===== src/sv/kfct_pkg.sv =====
// Shared constants, types and a helper function of the keyed frequency counter table.
package kfct_pkg;

   localparam int ENTRIES    = 64;
   localparam int KEY_BYTES  = 8;
   localparam int COUNT_BITS = 16;

   localparam int KEY_BITS   = 8 * KEY_BYTES;
   localparam int IDX_BITS   = (ENTRIES > 1) ? $clog2(ENTRIES) : 1;
   localparam int OUT_COUNT_BITS = 16;

   localparam logic [COUNT_BITS-1:0] COUNT_MAX = {COUNT_BITS{1'b1}};

   localparam logic [1:0] OP_INC   = 2'd0;
   localparam logic [1:0] OP_DEC   = 2'd1;
   localparam logic [1:0] OP_QUERY = 2'd2;

   localparam logic STATUS_ANSWER = 1'b0;
   localparam logic STATUS_FULL   = 1'b1;

   typedef struct packed {
      logic capture;
      logic commit;
   } dp_cmd_type;

   typedef struct packed {
      logic need_rsp;
      logic out_busy;
   } dp_status_type;

   function automatic logic [OUT_COUNT_BITS-1:0] sat_count(input logic [COUNT_BITS-1:0] c);
      logic [32:0] wide;
      wide = 33'(c);
      if (wide > 33'h0FFFF) begin
         return {OUT_COUNT_BITS{1'b1}};
      end
      return wide[OUT_COUNT_BITS-1:0];
   endfunction

endpackage


===== src/sv/kfct_ctrl.sv =====
// Controller state machine that sequences match, count read and update for one word.
module kfct_ctrl (
   input  logic                     clock,
   input  logic                     reset,
   input  logic                     req_tvalid,
   output logic                     req_tready,
   input  kfct_pkg::dp_status_type  status,
   output kfct_pkg::dp_cmd_type     cmd
);

   localparam logic [1:0] ST_IDLE  = 2'd0;
   localparam logic [1:0] ST_READ  = 2'd1;
   localparam logic [1:0] ST_WRITE = 2'd2;

   logic [1:0] state_ff;
   logic [1:0] state_in;
   logic       commit_ok;

   assign commit_ok = !(status.need_rsp && status.out_busy);

   always_comb begin
      state_in    = state_ff;
      req_tready  = 1'b0;
      cmd.capture = 1'b0;
      cmd.commit  = 1'b0;
      unique case (state_ff)
         ST_IDLE: begin
            req_tready  = 1'b1;
            cmd.capture = req_tvalid;
            if (req_tvalid) begin
               state_in = ST_READ;
            end
         end
         ST_READ: begin
            state_in = ST_WRITE;
         end
         ST_WRITE: begin
            cmd.commit = commit_ok;
            if (commit_ok) begin
               state_in = ST_IDLE;
            end
         end
         default: begin
            state_in = ST_IDLE;
         end
      endcase
   end

   always_ff @(posedge clock) begin
      if (reset) begin
         state_ff <= ST_IDLE;
      end else begin
         state_ff <= state_in;
      end
   end

endmodule


===== config.mk =====
export PLATFORM = sky130hd
export DESIGN_NAME = kfct_ctrl
export DESIGN_NICKNAME = d
export VERILOG_FILES = /design/src/sv/kfct_pkg.sv /design/src/sv/kfct_ctrl.sv
export SDC_FILE = /design/constraint.sdc
export NUM_CORES = 1
export LEC_CHECK = 0
export ABC_AREA = 1
export BUFFER_PORTS_ARGS = -buffer_cell sky130_fd_sc_hd__buf_2
export CAP_MARGIN = 10
export CORE_AREA = 2 2 39 41
export CTS_BUF_LIST = sky130_fd_sc_hd__clkbuf_2 sky130_fd_sc_hd__clkbuf_4 sky130_fd_sc_hd__clkbuf_8
export CTS_CLUSTER_SIZE = 40
export DETAILED_ROUTE_END_ITERATION = 10
export DIE_AREA = 0 0 41 43
export GPL_TIMING_DRIVEN = 0
export HOLD_SLACK_MARGIN = 0.05
export PLACE_DENSITY = 0.3
export SLEW_MARGIN = 20
export SYNTH_ARGS = -nofsm -noshare
export SYNTH_HDL_FRONTEND = slang
export SYNTH_SLANG_ARGS = --single-unit

===== constraint.sdc =====
create_clock -name clock -period 1.3 [get_ports clock]
set_clock_uncertainty 0.15 [all_clocks]
set_input_delay 0.26 -clock clock [delete_from_list [all_inputs] [get_ports clock]]
set_output_delay 0.26 -clock clock [all_outputs]
set_load 0.1 [all_outputs]

Word level (Yosys, flattened, before mapping)

Index checks and enable logic that the tools add are counted.

Register bits: 2
Output and inout bits: 3

Equal/unequal tests: 4
Muxes and demuxes: 6
Reductions and logical operators: 4

Operators by type and width:

| operator                                                        | count |
|---|---|
| 2-bit one-hot mux with 3 select lines                           | 1 |
| 2-bit 2-to-1 mux                                                | 2 |
| 2-bit inequality test, second input constant                    | 2 |
| 1-bit 2-to-1 mux                                                | 3 |
| 2-bit by 1-bit == test with 1-bit output, second input constant | 1 |
| 2-bit == test, second input constant                            | 1 |
| 2-bit zero test                                                 | 1 |
| 2-bit AND reduction                                             | 1 |
| 1-bit logical AND                                               | 1 |
| 1-bit zero test                                                 | 1 |

Longest topological paths before layout

Gate-level depths: netlist of run 1.

Depth in word-level cells: 3
Gate-level depth with buffers: 4
Depth with buffers taken out: 4

Worst setup path after synthesis of run 1

OpenSTA, ideal clock, no wires.

Path kind: register to output
From: register state_ff[1]
To: output port cmd[0] (netlist name)
Arrival time: 2.422 ns
Required time: 0.890 ns
Slack: -1.532 ns
Cell stages (with the launch flop): 3
Cell sequence: dfxtp_1 inv_1 nor3_1

RTL lines:

| what                   | line            | RTL |
|---|---|---|
| from (decl)            | kfct_ctrl.sv:15 | `logic [1:0] state_ff;` |
| from (signal assigned) | kfct_ctrl.sv:53 | `state_ff <= state_in;` |
| to (decl)              | kfct_ctrl.sv:8  | `output kfct_pkg::dp_cmd_type cmd` |

==> flow_summary.toml, run 1 <==
[outcome]
status = "complete, but fails checks"
violations = "setup timing"

[cells_and_area]
n_antenna_cell = 0
top_regs = "state_ff (2)"
final_util_pct = 20.8
largest_reg_flops = 2
top_register = "state_ff"
layout-drive-gt1-share_pct = 81.5
area_delta_synth_final_pct = 180
final_nets = 34

[synthesis]
synth.avg_cell_area_um2 = 6.84
synth_warnings = 0
synth.distinct_cells = 8
ys_seq_area_share_pct = 39.0
netlist_instances = 15
ys_ff_latch = 2
syn_nets = 20
syn_area_um2 = 103

[sta]
fmax_mhz = 660
fin_tns_setup_ns = -0.521
layout_setup_ws_ns = -0.214
timing.hold.ws_ns = 0.0672
rsz0062_at_grt = "true"
maxSlewViolCount = 0
final-setup-viol-count = 3
worst_pin_slew_ns = 0.170
fin_crit_sh_pct = 116
period_needed_ns = 1.51
relSlewSlack_pct = 88.6
finalHoldViolCount = 0

[cts]
root_buffer = "clkbuf_4"
htree_levels = 1
path_clk_slew_ns = 0.03
clock-sinks = 2
cts_tree = "yes"
numCtsBuffers = 3
clk_path_buf_depth = 2
clk_latency_ns = 0.22

[placement]
io_buffers = 7
routabilityCongestion = 0.607
pre_cts_slack_ns = -0.213

[setup_path]
end_kind = "primary output"
cp_top_family = "simple AND/OR/NAND/NOR gates"
crit_chain = "or2_4, nor2_4, buf_12"
slowest_stage = "dfxtp_4"
worstPathArrival_ns = 1.10
regToRegStartpoint = "state_ff[0]"
r2r_end = "state_ff[0]"
r2r_setup_slack_ns = 0.24
ff2ff_path_depth = 3
worstPathRequired_ns = 0.89
critPathBufInv = 1
start_kind = "flip-flop"
worstPathMaxFanout = 3
cp_slowest_stage_delay_ns = 0.34
critical_path_class = "flip-flop to primary output"

[grt]
grt_pass1_wl_um = 531
grt_usage_pct = 5.42
antenna_found_initial = 0
grt_pass1_vias = 139
grt.overflow.total = 0
met3_usage_pct = 5.76
grt_start_max_net_pins = 5
use_met2_pct = 5.63
grt-busiest-layer = "met4"
met1_usage_pct = 4.17

[floorplan]
row_count = 14
fp.dieArea_mm2 = 0.00176
die_w_um = 41
die_h_um = 43
start_util_pct = 7.41
core_mm2 = 0.00138
boundaryPins = 8

[route]
wl_per_cell_um = 6.63
via_per_inst = 2.93
drtIter0Drc = 2
routed_wl_um = 285
drt_drc_violations_left = 0
via_count = 126
ant_nets = 0
dr.pass1.iters = 4

[min_path]
worstHoldStart = "reset"
holdPathEnd = "state_ff[1]"
hold_path_class = "primary input to flip-flop"
hold_depth = 2

[run]
drv_cap = 0

[power]
power_leakage_nw = 0.127
p_total_mw = 0.334
p_per_area_mw_per_mm2 = 1160
ir_worst_vdd_mv = 0.446
-- what timing repair did --
item / CTS / global route
pin swaps: 2 / 1
buffers inserted: 0 / 2
endpoints found under the hold margin: 0 / 0
endpoints found under the setup margin: 3 / 3
hold buffers: 0 / 0
resized for setup: 13 / 2
gates cloned: 0 / 0
-- worst register-to-register path, delay by kind of cell, from the launching register on --
family                 cells  cell delay [ns]
and+or+nand+nor            2             0.35
DFF                        1             0.34
buffers and inverters      1             0.14
-- cells in the final DEF, fill, tap and decap left out, types with 2 or more instances in the layout --
cell type / count
clkbuf_4: 3
nand2_1: 2
buf_2: 4
buf_12: 4
inv_2: 2
-- how the worst max path moves through the flow --
stage                start  endpoint  slack (ns)  cells after the start
2_1_floorplan  state_ff[0]    cmd[0]       -0.24                      1
3_3_place_gp   state_ff[0]    cmd[1]       -0.21                      3
3_5_place_dp   state_ff[0]    cmd[1]       -0.21                      3
4_1_cts        state_ff[0]    cmd[1]       -0.22                      3
5_1_grt        state_ff[0]    cmd[1]       -0.25                      3
6_report       state_ff[0]    cmd[1]       -0.21                      3
-- synthesized netlist by cell type --
cell	count	area share [%]
inv_1	4	15
nand2_1	3	11
dfxtp_1	2	39
nor2_1	2	7.3
a21oi_1	1	4.9
nor3_1	1	4.9
nor3_2	1	9.8
or2_4	1	8.5
-- where the power goes --
group | switching, mW | internal [mW] | total, mW
logic | 0.0791 | 0.0528 | 0.132
clock network | 0.0322 | 0.102 | 0.134
registers | 0.00288 | 0.0651 | 0.0680
-- per-layer routing --
| metal | share of wire (%) | wire length (µm) |
|---|---|---|
| met4 | 0 | 0 |
| met5 | 0 | 0 |
| met2 | 47 | 133 |
| met3 | 16 | 45 |
| met1 | 37 | 105 |
-- layout make-up --
cell class / instances / area [µm²]
clock buffer: 3 / 22.5
fill: 149 / 1100
inverter: 4 / 18.8
multi-input combinational: 9 / 73.8
sequential: 2 / 45.0
tap: 16 / 20.0
timing repair buffer: 9 / 108
-- through the flow --
stage          cell area, µm²  cells
2_1_floorplan             134     15
3_3_place_gp              189     38
3_5_place_dp              189     38
4_1_cts                   256     41
5_1_grt                   288     43
6_report                  288     43
-- cell families (layout without fill, tap and decap cells) --
family | Yosys count | count (layout) | synth area share [%]
compound gates | 1 | 1 | 4.87
buf+inv | 4 | 16 | 14.6
flops | 2 | 2 | 39.0
simple gates | 8 | 8 | 41.5
Power figures use the tool's default switching activity.
==> inputs of run 2 (changes only) <==
- SKIP_CTS_REPAIR_TIMING: not set -> 1
==> run 2 against run 1 <==
- the run still ends with setup timing left
- via count fell by 4.0%
- critical path depth is the same
- register-to-register slack hardly changed
- clock-buffer cell count stayed put
- highest routed layer unchanged
- utilization shrank 1.7 points
- worst setup slack gained 0.0028 ns
==> flow_summary.toml, run 2 (same netlist as run 1, synthesis figures left out) <==
[sta]
rsz0062_at_grt = "true"
fmax_mhz = 662
final-setup-viol-count = 3
worst_pin_slew_ns = 0.171
fin_crit_sh_pct = 116
timing.hold.ws_ns = 0.0701
period_needed_ns = 1.51
layout_setup_ws_ns = -0.211
finalHoldViolCount = 0
relSlewSlack_pct = 88.6
maxSlewViolCount = 0

[grt]
grt_pass1_vias = 124
grt_start_max_net_pins = 5
grt.overflow.total = 0
grt_usage_pct = 4.71
antenna_found_initial = 0
grt_pass1_wl_um = 448

[cells_and_area]
final_nets = 33
top_register = "state_ff"
multi_input_area_um2 = 73.8
area_delta_synth_final_pct = 157
final_util_pct = 19.1
n_fill_cell = 151
layout-drive-gt1-share_pct = 76.9
n_antenna_cell = 0
register_area_um2 = 41.3
top_regs = "state_ff (2)"
final_cell_mix = "buf_2 (4), clkbuf_4 (3), buf_12 (3)"
largest_reg_flops = 2
mostFrequentLayoutCell = "buf_2"

[setup_path]
worstPathRequired_ns = 0.89
critical_path_class = "flip-flop to primary output"
worstPathArrival_ns = 1.10
worstPathMaxFanout = 4
end_kind = "primary output"
start_kind = "flip-flop"

[cts]
clk_latency_ns = 0.22
cts_tree = "yes"
root_buffer = "clkbuf_4"
numCtsBuffers = 3
clock-sinks = 2
clk_path_buf_depth = 2
path_clk_slew_ns = 0.03
htree_levels = 1

[power]
power_leakage_nw = 0.118
p_per_area_mw_per_mm2 = 1240
ir_worst_vdd_mv = 0.348

[route]
dr.pass1.iters = 4
via_count = 121
via_per_inst = 2.88
wl_per_cell_um = 6.45
drtIter0Drc = 3
drt_drc_violations_left = 0
routed_wl_um = 271
ant_nets = 0

[floorplan]
fp.dieArea_mm2 = 0.00176
die_w_um = 41
die_h_um = 43
boundaryPins = 8
start_util_pct = 7.41
row_count = 14
core_mm2 = 0.00138

[run]
drv_cap = 0

[placement]
routabilityCongestion = 0.607
io_buffers = 7

[outcome]
status = "complete, but fails checks"
violations = "setup timing"

[min_path]
hold_path_class = "primary input to flip-flop"
## run 2: cell types whose count changed in the layout (fill, tap and decap cells not counted)
| cell | change |
|---|---|
| dfxtp_1 | +1 |
| buf_12 | -1 |
| dfxtp_4 | -1 |
## run 2: critical path: stages (launching register included)
cell	delay [ns]
dfxtp_2	0.33
or2_4	0.26
nor2_4	0.11
buf_12	0.18
## run 2: metal layers
layer,global-route usage [%],wire length [µm],vias to the layer above
li1,-,-,67
met5,0,0,-
met2,4.06,121,8
met4,8.00,0,0
met3,4.71,46,0
met1,4.17,103,46
## run 2: where the power goes
group	internal (mW)	leakage [nW]	switching [mW]	total, mW
combinational	0.0458	0.0870	0.0764	0.122
clock	0.102	0.0138	0.0327	0.134
sequential	0.0659	0.0168	0.00387	0.0698
total	0.213	0.118	0.113	0.326
## run 2: through the flow
step	instance area [µm²]	setup slack [ns]	cells	power [mW]	TNS, ns
finish	264	-0.211	42	0.326	-0.504
global route	264	-0.258	42	0.354	-0.662
CTS	211	-0.457	41	0.305	-1.15
detailed placement	189	-0.213	38	0.162	-0.539
global placement	189	-0.209	38	0.161	-0.531
floorplan	134	-0.237	15	0.146	-0.455
## run 2: cell type report
class	count	area share (%)
timing repair buffer	8	33.2
multi-input combinational	9	28.0
sequential	2	15.6
clock buffer	3	8.53
tap	16	7.58
inverter	4	7.11
## run 2: worst paths after layout
check,slack [ns],startpoint,depth (start not counted),endpoint
max,-0.21,state_ff[0],3,cmd[1]
min,0.07,reset,2,state_ff[0]
max reg2reg,0.24,state_ff[0],3,state_ff[0]
min reg2reg,0.35,state_ff[0],2,state_ff[1]
